### src/sgr_pkg.sv
package sgr_pkg;

   // Parameter string characters
   localparam logic [7:0] CHAR_EMPTY   = 8'h00;
   localparam logic [7:0] CHAR_0       = 8'h30;
   localparam logic [7:0] CHAR_1       = 8'h31;
   localparam logic [7:0] CHAR_2       = 8'h32;
   localparam logic [7:0] CHAR_3       = 8'h33;
   localparam logic [7:0] CHAR_4       = 8'h34;
   localparam logic [7:0] CHAR_5       = 8'h35;
   localparam logic [7:0] CHAR_7       = 8'h37;
   localparam logic [7:0] CHAR_9       = 8'h39;
   localparam logic [7:0] CHAR_SEMI    = 8'h3B;
   localparam logic [7:0] CHAR_BRACKET = 8'h5B;

   // Attribute constants
   localparam logic [7:0] ATTR_DEFAULT = 8'h07;
   localparam logic [7:0] FG_INTENSITY = 8'h08;
   localparam logic [7:0] FG_UNDERLINE = 8'h03;
   localparam logic [7:0] FG_KEEP_MASK = 8'hF8;
   localparam logic [7:0] BG_KEEP_MASK = 8'h8F;
   localparam logic [2:0] FG_DEFAULT   = 3'h7;
   localparam logic [2:0] BG_DEFAULT   = 3'h0;

   // Outcome of applying one parameter
   typedef struct packed {
      logic       ok;
      logic [7:0] attr;
      logic       reverse;
   } param_result_type;

   // ANSI color index to console BGR bits
   function automatic logic [2:0] ansi_to_bgr(input logic [2:0] idx);
      logic [2:0] bgr;
      unique case (idx)
         3'd0: bgr = 3'h0;
         3'd1: bgr = 3'h4;
         3'd2: bgr = 3'h2;
         3'd3: bgr = 3'h6;
         3'd4: bgr = 3'h1;
         3'd5: bgr = 3'h5;
         3'd6: bgr = 3'h3;
         default: bgr = 3'h7;
      endcase
      return bgr;
   endfunction

endpackage

### src/sgr_param_decode.sv
module sgr_param_decode (
   input  logic [7:0]                first_digit,
   input  logic [7:0]                second_digit,
   input  logic [7:0]                attr,
   input  logic                      reverse,
   output sgr_pkg::param_result_type result
);
   import sgr_pkg::*;

   // Font codes: reset, bold, underline, reverse
   function automatic param_result_type font_code(input logic [7:0] c,
                                                  input logic [7:0] a,
                                                  input logic       rv);
      param_result_type r;
      r.ok      = 1'b1;
      r.attr    = a;
      r.reverse = rv;
      priority if (c == CHAR_EMPTY || c == CHAR_0) begin
         r.attr    = ATTR_DEFAULT;
         r.reverse = 1'b0;
      end else if (c == CHAR_1) begin
         r.attr = a | FG_INTENSITY;
      end else if (c == CHAR_2 || c == CHAR_3) begin
         r.attr = a;
      end else if (c == CHAR_4) begin
         r.attr = a | FG_UNDERLINE;
      end else if (c == CHAR_5 || c == CHAR_7) begin
         r.reverse = 1'b1;
      end else begin
         r.ok = 1'b0;
      end
      return r;
   endfunction

   // Clear codes
   function automatic param_result_type clear_code(input logic [7:0] c,
                                                   input logic [7:0] a,
                                                   input logic       rv);
      param_result_type r;
      r.ok      = 1'b1;
      r.attr    = a;
      r.reverse = rv;
      priority if (c == CHAR_2) begin
         r.attr = a & ~FG_INTENSITY;
      end else if (c == CHAR_4) begin
         r.attr = a & ~FG_UNDERLINE;
      end else if (c == CHAR_5 || c == CHAR_7) begin
         r.reverse = 1'b0;
      end else begin
         r.ok = 1'b0;
      end
      return r;
   endfunction

   logic       color_valid;
   logic [2:0] fg_color;
   logic [2:0] bg_color;

   // Color digit decode; '9' selects the default
   always_comb begin
      color_valid = 1'b0;
      fg_color    = FG_DEFAULT;
      bg_color    = BG_DEFAULT;
      if (second_digit >= CHAR_0 && second_digit <= CHAR_7) begin
         color_valid = 1'b1;
         fg_color    = ansi_to_bgr(second_digit[2:0]);
         bg_color    = ansi_to_bgr(second_digit[2:0]);
      end else if (second_digit == CHAR_9) begin
         color_valid = 1'b1;
      end
   end

   // Parameter dispatch on the first character
   always_comb begin
      result.ok      = 1'b0;
      result.attr    = attr;
      result.reverse = reverse;
      priority if (first_digit == CHAR_0) begin
         result = font_code(second_digit, attr, reverse);
      end else if (second_digit == CHAR_EMPTY) begin
         result = font_code(first_digit, attr, reverse);
      end else if (first_digit == CHAR_1) begin
         result = font_code(second_digit, attr, reverse);
      end else if (first_digit == CHAR_2) begin
         result = clear_code(second_digit, attr, reverse);
      end else if (first_digit == CHAR_3) begin
         result.ok   = color_valid;
         result.attr = color_valid ? ((attr & FG_KEEP_MASK) | {5'b0, fg_color}) : attr;
      end else if (first_digit == CHAR_4) begin
         result.ok   = color_valid;
         result.attr = color_valid ? ((attr & BG_KEEP_MASK) | {1'b0, bg_color, 4'b0})
                                   : attr;
      end else begin
         result.ok = 1'b0;
      end
   end

endmodule

### src/sgr_attribute_parser_core.sv
// Channel  Direction  Handshake            Payload
// req      in         req_valid/req_ready  req_char_code[7:0], req_last_byte
// rsp      out        rsp_valid/rsp_ready  rsp_attribute[7:0], rsp_accepted
//
// One byte is taken per cycle while no final byte stalls. A byte is held in the
// input register, then the parameter decode and attribute update run into the
// state and the result register, which holds the result of a final byte.
// Synchronous reset restores white on black.
// Only a final byte can stall, when the result register is still full;
// other bytes pass through the decode stage freely.
module sgr_attribute_parser_core (
   input  logic       clock,
   input  logic       reset,
   input  logic       req_valid,
   output logic       req_ready,
   input  logic [7:0] req_char_code,
   input  logic       req_last_byte,
   output logic       rsp_valid,
   input  logic       rsp_ready,
   output logic [7:0] rsp_attribute,
   output logic       rsp_accepted
);
   import sgr_pkg::*;

   // Input register
   logic       s1_valid_ff, s1_valid_in;
   logic [7:0] s1_char_ff;
   logic       s1_last_ff;

   // Parser state
   logic [7:0] committed_ff, committed_in;
   logic [7:0] working_ff, working_in;
   logic       reverse_ff, reverse_in;
   logic [7:0] first_ff, first_in;
   logic [7:0] second_ff, second_in;
   logic       abandoned_ff, abandoned_in;
   logic       in_seq_ff, in_seq_in;

   // Result register
   logic       rsp_valid_ff, rsp_valid_in;
   logic [7:0] rsp_attribute_ff, rsp_attribute_in;
   logic       rsp_accepted_ff, rsp_accepted_in;

   logic       advance;
   logic [7:0] base_attr;
   logic [7:0] base_first;
   logic [7:0] base_second;
   logic       base_abandoned;
   logic [7:0] final_attr;
   param_result_type dec;

   // Handshake: a final byte waits for room in the result register
   assign advance   = s1_valid_ff && (!s1_last_ff || !rsp_valid_ff || rsp_ready);
   assign req_ready = !s1_valid_ff || advance;

   always_comb begin
      s1_valid_in = s1_valid_ff;
      if (req_valid && req_ready) begin
         s1_valid_in = 1'b1;
      end else if (advance) begin
         s1_valid_in = 1'b0;
      end
   end

   // Sequence start loads the working copy
   assign base_attr      = in_seq_ff ? working_ff : committed_ff;
   assign base_first     = in_seq_ff ? first_ff : CHAR_EMPTY;
   assign base_second    = in_seq_ff ? second_ff : CHAR_EMPTY;
   assign base_abandoned = in_seq_ff && abandoned_ff;

   sgr_param_decode u_decode (
      .first_digit  (base_first),
      .second_digit (base_second),
      .attr         (base_attr),
      .reverse      (reverse_ff),
      .result       (dec)
   );

   // Byte handling and attribute update
   always_comb begin
      working_in   = base_attr;
      reverse_in   = reverse_ff;
      first_in     = base_first;
      second_in    = base_second;
      abandoned_in = base_abandoned;
      in_seq_in    = 1'b1;
      committed_in = committed_ff;
      if (!base_abandoned && s1_char_ff != CHAR_BRACKET) begin
         if (s1_char_ff == CHAR_SEMI || s1_last_ff) begin
            if (dec.ok) begin
               working_in = dec.attr;
               reverse_in = dec.reverse;
               first_in   = CHAR_EMPTY;
               second_in  = CHAR_EMPTY;
            end else begin
               abandoned_in = 1'b1;
            end
         end else if (base_first == CHAR_EMPTY) begin
            first_in = s1_char_ff;
         end else if (base_second == CHAR_EMPTY) begin
            second_in = s1_char_ff;
         end
      end

      final_attr = reverse_in ? {working_in[3:0], working_in[7:4]} : working_in;
      rsp_attribute_in = abandoned_in ? committed_ff : final_attr;
      rsp_accepted_in  = !abandoned_in;

      if (s1_last_ff) begin
         if (!abandoned_in) begin
            committed_in = final_attr;
         end
         in_seq_in    = 1'b0;
         abandoned_in = 1'b0;
         first_in     = CHAR_EMPTY;
         second_in    = CHAR_EMPTY;
      end
   end

   always_comb begin
      rsp_valid_in = rsp_valid_ff && !rsp_ready;
      if (advance && s1_last_ff) begin
         rsp_valid_in = 1'b1;
      end
   end

   always_ff @(posedge clock) begin
      if (reset) begin
         s1_valid_ff  <= 1'b0;
         rsp_valid_ff <= 1'b0;
         committed_ff <= ATTR_DEFAULT;
         working_ff   <= ATTR_DEFAULT;
         reverse_ff   <= 1'b0;
         first_ff     <= CHAR_EMPTY;
         second_ff    <= CHAR_EMPTY;
         abandoned_ff <= 1'b0;
         in_seq_ff    <= 1'b0;
      end else begin
         s1_valid_ff  <= s1_valid_in;
         rsp_valid_ff <= rsp_valid_in;
         if (advance) begin
            committed_ff <= committed_in;
            working_ff   <= working_in;
            reverse_ff   <= reverse_in;
            first_ff     <= first_in;
            second_ff    <= second_in;
            abandoned_ff <= abandoned_in;
            in_seq_ff    <= in_seq_in;
         end
      end
   end

   // Payload registers
   always_ff @(posedge clock) begin
      if (req_valid && req_ready) begin
         s1_char_ff <= req_char_code;
         s1_last_ff <= req_last_byte;
      end
      if (advance && s1_last_ff) begin
         rsp_attribute_ff <= rsp_attribute_in;
         rsp_accepted_ff  <= rsp_accepted_in;
      end
   end

   assign rsp_valid     = rsp_valid_ff;
   assign rsp_attribute = rsp_attribute_ff;
   assign rsp_accepted  = rsp_accepted_ff;

   // An accepted sequence commits exactly the attribute it reports
   a_commit_match: assert property (@(posedge clock) disable iff (reset)
      (advance && s1_last_ff && rsp_accepted_in) |=> (committed_ff == rsp_attribute_ff))
      else $error("committed attribute differs from reported attribute");

   // An abandoned sequence reports the previous committed attribute
   a_abandon_repeat: assert property (@(posedge clock) disable iff (reset)
      (advance && s1_last_ff && !rsp_accepted_in) |=>
         (rsp_attribute_ff == $past(committed_ff) && committed_ff == $past(committed_ff)))
      else $error("abandoned sequence changed the attribute");

   // The final byte closes the sequence
   a_seq_closed: assert property (@(posedge clock) disable iff (reset)
      (advance && s1_last_ff) |=> (!in_seq_ff && !abandoned_ff))
      else $error("sequence still open after final byte");

   // Abandon only exists inside an open sequence
   a_abandon_in_seq: assert property (@(posedge clock) disable iff (reset)
      abandoned_ff |-> in_seq_ff)
      else $error("abandon flag set outside a sequence");

endmodule
### config.mk
export PLATFORM = sky130hd
export DESIGN_NAME = sgr_attribute_parser_core
export DESIGN_NICKNAME = d
export VERILOG_FILES = /design/src/sgr_pkg.sv /design/src/sgr_param_decode.sv /design/src/sgr_attribute_parser_core.sv
export SDC_FILE = /design/constraint.sdc
export NUM_CORES = 1
export LEC_CHECK = 0
export ABC_CLOCK_PERIOD_IN_PS = 5500
export BUFFER_PORTS_ARGS = -buffer_cell sky130_fd_sc_hd__clkbuf_2
export CORE_MARGIN = 2
export CORE_UTILIZATION = 40
export CTS_CLUSTER_SIZE = 8
export DETAILED_ROUTE_END_ITERATION = 6
export SYNTH_ARGS = -nofsm -noshare
export SYNTH_HDL_FRONTEND = slang
export SYNTH_SLANG_ARGS = --single-unit
### constraint.sdc
create_clock -name clock -period 5.5 [get_ports clock]
set_input_delay 0.55 -clock clock [delete_from_list [all_inputs] [get_ports clock]]
set_output_delay 0.55 -clock clock [all_outputs]
set_load 0.05 [all_outputs]
After elaboration in Yosys (flattened, before gate mapping)
Cells that the tools add are included.
Storage, ports and cells
  input port bits: 13
  logic and storage cells: 145
  output and inout port bits: 11
  register bits after elaboration: 55
Cells by class
  muxes and demuxes: 77
  reduce and logical (&&, ||, !) cells: 28
  equality and inequality tests: 23
  magnitude comparators: 2
  bitwise operators: 2
Operators with widths (count)
  8-bit 2-to-1 mux: 22
  8-bit by 6-bit equality test with 1-bit output (second input constant): 16
  1-bit 2-to-1 mux: 37
  9-bit 2-to-1 mux: 4
  10-bit 2-to-1 mux: 3
  3-bit case mux with 7 select lines: 1
  8-bit logical NOT: 2
  4-bit 2-to-1 mux: 3
  1-bit logical OR: 10
  2-bit 2-to-1 mux: 5
  3-bit equality test (second input constant): 3
  8-bit by 6-bit >= comparator with 1-bit output (second input constant): 1
  8-bit by 6-bit less-or-equal comparator with 1-bit output (second input constant): 1
  8-bit by 7-bit inequality test with 1-bit output (second input constant): 1
  8-bit by 3-bit OR with 8-bit output: 1
  8-bit by 7-bit OR with 8-bit output: 1
  1-bit logical AND: 7
  3-bit by 2-bit equality test with 1-bit output (second input constant): 2
  1-bit logical NOT: 6
  3-bit 2-to-1 mux: 2
  3-bit by 1-bit equality test with 1-bit output (second input constant): 1
  3-bit logical NOT: 1
  2-bit AND reduction: 1
  2-bit nonzero test: 1

Longest topological paths before layout
  depth in word-level cells: 17
  gate-level depth with buffers: 10
  depth with buffers taken out: 9

Cells and area by module
From an unflattened synthesis, not the netlist that was laid out.
Second synthesis, totals
  cell total of the unflattened synthesis: 349
  area total of the unflattened synthesis: 3423.3 um^2
By module, submodules not included
  sgr_attribute_parser_core: sequential area each 1281.2 um^2, cells each 249, times used 1, area each 2736.4 um^2
  sgr_param_decode: sequential area each 0.0 um^2, cells each 100, times used 1, area each 686.9 um^2

Worst setup path before layout
OpenSTA, ideal clock, no wires.
  kind: flip-flop to flip-flop
  from: reg second_ff[0]
  to: reg rsp_attribute_ff[0] (netlist: rsp_attribute[0]) (data pin)
  data required time: 5.237 ns
  cell stages (with the launch flop): 10
  slack: 2.872 ns
  arrival: 2.365 ns
  path buffers: 1
  cells stage by stage: dfxtp_1 -> buf_6 -> or4_4 -> o21a_4 -> a211o_1 -> and3_4 -> a21boi_4 -> nor2_1 -> nor3_1 -> o31ai_1
On the way
  cells in the longest elaborated chain, start to end: 17
Ends and longest elaborated chain
  from (decl): RTL line sgr_attribute_parser_core.sv:35  | logic [7:0] second_ff, second_in;
  from (signal assigned): RTL line sgr_attribute_parser_core.sv:146  | second_ff <= second_in;
  8-bit 2-to-1 mux (*): RTL line sgr_attribute_parser_core.sv:68  | assign base_second = in_seq_ff ? second_ff : CHAR_EMPTY;
  8-bit by 6-bit >= comparator with 1-bit output (tied with other cells): RTL line sgr_param_decode.sv:64  | if (second_digit >= CHAR_0 && second_digit <= CHAR_7) begin
  1-bit logical AND or 3-bit case mux with 7 select lines (tied branches): RTL line sgr_param_decode.sv:64, sgr_pkg.sv:35
  3-bit 2-to-1 mux: RTL line sgr_param_decode.sv:64
  8-bit by 7-bit OR with 8-bit output: RTL line sgr_param_decode.sv:91  | result.attr = color_valid ? ((attr & BG_KEEP_MASK) | {1'b0, bg_color, 4'b0})
  8-bit 2-to-1 mux: RTL line sgr_param_decode.sv:91
  8-bit 2-to-1 mux: RTL line sgr_param_decode.sv:89  | end else if (first_digit == CHAR_4) begin
  9-bit 2-to-1 mux: RTL line sgr_param_decode.sv:86  | end else if (first_digit == CHAR_3) begin
  [... 2 more ...]
  10-bit 2-to-1 mux: RTL line sgr_param_decode.sv:80  | end else if (second_digit == CHAR_EMPTY) begin
  10-bit 2-to-1 mux (*): RTL line sgr_param_decode.sv:78  | priority if (first_digit == CHAR_0) begin
  8-bit 2-to-1 mux: RTL line sgr_attribute_parser_core.sv:90  | if (dec.ok) begin
  8-bit 2-to-1 mux: RTL line sgr_attribute_parser_core.sv:89  | if (s1_char_ff == CHAR_SEMI || s1_last_ff) begin
  8-bit 2-to-1 mux: RTL line sgr_attribute_parser_core.sv:88  | if (!base_abandoned && s1_char_ff != CHAR_BRACKET) begin
  8-bit 2-to-1 mux: RTL line sgr_attribute_parser_core.sv:105  | final_attr = reverse_in ? {working_in[3:0], working_in[7:4]} : working_in;
  8-bit 2-to-1 mux (*)
  net rsp_attribute_in[0]: RTL line sgr_attribute_parser_core.sv:41  | logic [7:0] rsp_attribute_ff, rsp_attribute_in;
  to (signal assigned): RTL line sgr_attribute_parser_core.sv:160  | rsp_attribute_ff <= rsp_attribute_in;
  to (decl): RTL line sgr_attribute_parser_core.sv:41
Mark *: on every way through the listed nets, which the timed path passes. The rest lies on a longest branch.
A chain may end at the register's enable or synchronous reset.

Final worst setup path
  from: reg in_seq_ff
  to: reg rsp_attribute_ff[3] (netlist: rsp_attribute[3]) (data pin)
On the way
  cells in the longest elaborated chain, start to end: 16
Ends and longest elaborated chain
  from (decl): RTL line sgr_attribute_parser_core.sv:37  | logic in_seq_ff, in_seq_in;
  from (signal assigned): RTL line sgr_attribute_parser_core.sv:148  | in_seq_ff <= in_seq_in;
  8-bit 2-to-1 mux: RTL line sgr_attribute_parser_core.sv:68
  8-bit by 6-bit >= comparator with 1-bit output (tied with other cells): RTL line sgr_param_decode.sv:64
  1-bit logical AND (tied with other cells): RTL line sgr_param_decode.sv:64
  1-bit 2-to-1 mux, on equally long branches: RTL line sgr_param_decode.sv:64, sgr_param_decode.sv:27, sgr_param_decode.sv:47
  8-bit 2-to-1 mux (tied with other cells): RTL line sgr_param_decode.sv:91
  8-bit 2-to-1 mux or 1-bit 2-to-1 mux (tied branches): RTL line sgr_param_decode.sv:89, sgr_param_decode.sv:23
  9-bit 2-to-1 mux or 1-bit 2-to-1 mux (tied branches): RTL line sgr_param_decode.sv:86, sgr_param_decode.sv:21
  9-bit 2-to-1 mux (tied with other cells): RTL line sgr_param_decode.sv:84  | end else if (first_digit == CHAR_2) begin
  10-bit 2-to-1 mux: RTL line sgr_param_decode.sv:82  | end else if (first_digit == CHAR_1) begin
  10-bit 2-to-1 mux: RTL line sgr_param_decode.sv:80
  10-bit 2-to-1 mux: RTL line sgr_param_decode.sv:78
  8-bit 2-to-1 mux or 1-bit 2-to-1 mux (tied branches): RTL line sgr_attribute_parser_core.sv:90
  8-bit 2-to-1 mux or 1-bit 2-to-1 mux (tied branches): RTL line sgr_attribute_parser_core.sv:89
  8-bit 2-to-1 mux or 1-bit 2-to-1 mux (tied branches): RTL line sgr_attribute_parser_core.sv:88
  8-bit 2-to-1 mux: RTL line sgr_attribute_parser_core.sv:105
  8-bit 2-to-1 mux (*)
  net rsp_attribute_in[3]: RTL line sgr_attribute_parser_core.sv:41
Marked as above.

==> results.toml <==
[timing]
fmax_mhz = 305
timing.slew.headroom_pct = 36.1
setup-violations-final = 0
rsz0062_at_grt = "no"
final_hold_viol_count = 0
fin_crit_ns = 3.28
finalCritPeriodShare_pct = 59.7
timing.setup.tns_ns = 0
fin_ws_ns = 2.22
worst_pin_slew_ns = 0.954
final.setup_skew_ns = 0.0212
whs_ns = 0.395
final_max_slew_viol_count = 0

[global_route]
antenna_found_initial = 0
grt-ovfl-total = 0
grt_pass1_vias = 2755
grtUsageMet1_pct = 28.5
grt_use_total_pct = 21.1
grt_pass1_wl_um = 14500
met3_usage_pct = 3.53
grt_max_degree = 38
top_usage_layer = "met2"
use_met2_pct = 34.5

[cts]
clkTransAtPathRegs_ns = 0.11
cts_setup_buffers = 0
cts_max_level = 2
cts.path.max_buffers = 2
cts_num_sinks = 55
root_buffer = "clkbuf_8"
cts-resized-gates = 0
postCtsHoldBufs = 0
cts_tree = "built"
numCtsBuffers = 5
clkLatencyLatePin_ns = 0.32

[route]
drt_first_iter_violations = 290
drtAntennaViolNets = 0
drcViolationCount = 0
drtPass1Iterations = 5
totalWireLength_um = 8670
vias = 2888
wl_per_cell_um = 18.3
via_per_inst = 6.11

[setup_path]
slowest_delay_ns = 0.71
cp-end-kind = "flop"
critical_path_class = "flop to flop"
startpoint_type = "flop"
critPathRequiredTime_ns = 5.57
crit_fanout = 18
slowest_stage = "dfxtp_1"
crit_chain = "nor4b_1, and3b_1, o41ai_2, or3_2, a211o_1, nand2_1, inv_1, nor2_1, a31oi_1"
worstPathArrival_ns = 3.35

[pwr]
power_uw = 754
vdd_ir_drop_max_mv = 0.127
power.static_leakage_nw = 1.21
powerDensity_nw_per_um2 = 218

[layout]
areaGrowthSynthToFinish_pct = 7.14
diodes = 0
final_nets = 383
drive_gt1_share_pct = 15.9
postLayoutCellArea_um2 = 3450

[synthesis]
syn_inst = 357
synth.area.top_cells = "dfxtp_1 (23%), edfxtp_1 (17%), nor2_1 (5.0%), nand2_1 (4.1%), o31ai_1 (4.0%)"
ys_seq_area_share_pct = 39.8
ys_warn_count = 0
synth_seq_cells = 55
syn_nets = 370
syn_avg_cell_area_um2 = 9.03
async_flop_share_pct = 0
yosys.area.top_type = "dfxtp_1"
synth.top_cell.area_share_pct = 23.0
synth_ff_type = "dfxtp_1"
syn-cell-area_um2 = 3220
synth-edff-count = 18
yosysUniqueCellTypes = 78

[die]
rows = 32
start_util_pct = 41.5
dieArea_um2 = 8790
die_w_um = 93.8
fp.dieH_um = 93.8
core_area_um2 = 7770
pin_count = 24

[place]
preCtsSetupSlack_ns = 2.32
gp_congestion = 0.969
port_buffers = 23
place_area_um2 = 3370
hpwl_um = 6470

[job]
drv_cap = 0

[min_path]
min_path_type = "input port to flop"

[status]
status = "finished, final reports clean"
[state kept, by name (all words and copies together) (netlist names)]
register	flops
s1_valid_ff	1
s1_last_ff	1
rsp_attribute	8
committed_ff	8
first_ff	8
second_ff	8
abandoned_ff	1
rsp_valid	1
rsp_accepted	1
reverse_ff	1
working_ff	8
in_seq_ff	1
s1_char_ff	8
[cell usage after synthesis, types with 3 or more instances]
master / count
a21oi_1: 20
mux2i_1: 6
nor2_1: 43
o21ai_0: 3
buf_2: 3
nor2b_1: 3
a22o_1: 4
clkbuf_1: 8
o21ai_2: 3
inv_1: 6
o41ai_1: 3
nand2_1: 35
nor3_1: 15
nand4_1: 6
o31a_1: 3
nand3b_1: 7
a311oi_1: 3
mux2_2: 3
a31oi_1: 6
a211oi_1: 3
nand2b_1: 3
edfxtp_1: 18
nand3_1: 9
buf_4: 3
o31ai_1: 17
nor4_1: 3
and3_1: 4
buf_6: 3
dfxtp_1: 37
a22oi_1: 15
[through the flow]
step | cells | util, %
2_1_floorplan | 357 | -
3_3_place_gp | 465 | 43.3
3_5_place_dp | 465 | 43.3
4_1_cts | 473 | 44.5
5_1_grt | 473 | 44.5
6_report | 473 | 44.5
[report_power, final]
part	internal (mW)	total [mW]	switching, mW
Clock	0.0901	0.229	0.139
Combinational	0.0280	0.0791	0.0511
Sequential	0.432	0.446	0.0138
[worst paths after layout]
path / start / endpoint / slack [ns] / cells past startpoint
max reg2reg: in_seq_ff / rsp_attribute[3] / 2.22 / 9
min reg2reg: working_ff[3] / working_ff[3] / 0.46 / 2
min: req_char_code[7] / s1_char_ff[7] / 0.40 / 1
max: in_seq_ff / rsp_attribute[3] / 2.22 / 9
[critical path: cells and delay by family, from the launching register on]
family / cells / cell delay, ns
AO/OA/AOI/OAI: 3 / 0.45
buffers and inverters: 1 / 0.19
flip-flops: 1 / 0.71
AND/OR/NAND/NOR: 5 / 1.68
[cells in the final DEF (no fill, tap or decap), drive strengths merged, types with 3 or more instances in the layout]
master / count
nand2b: 3
a211oi: 4
inv: 7
nor2b: 3
o21a: 3
o41ai: 4
mux2i: 6
o31a: 3
nand3: 9
and2b: 3
and2: 3
a31oi: 6
o21ai: 8
a22oi: 15
nand3b: 7
or2: 4
nor3: 16
nor4: 5
nor2: 43
or3: 3
mux2: 3
clkbuf: 28
o31ai: 19
a21oi: 20
edfxtp: 18
a22o: 4
and3: 5
a311oi: 3
dfxtp: 37
nand4: 6
nand2: 35
[layer usage]
metal  vias to the layer above  wire length (um)
met5                         -                 0
met4                         0               157
met3                        16               468
met2                        99              4060
met1                      1373              3980
li1                       1400                 -
[cell families after synthesis]
logic type,Yosys count,synth area share (%)
compound gates,109,26.2
xor+xnor,3,0.815
simple gates,156,26.1
flops,55,39.8
mux,9,2.91
buf+inv,25,4.27
[cell type report]
cell class	instances	area [um2]
fill	759	4310
clock inverter	3	18.8
inverter	6	22.5
sequential	55	1280
timing repair buffer	25	130
multi-input combinational	277	1800
tap	102	128
clock buffer	5	68.8
Note: power is estimated with default switching activity, not from simulation.
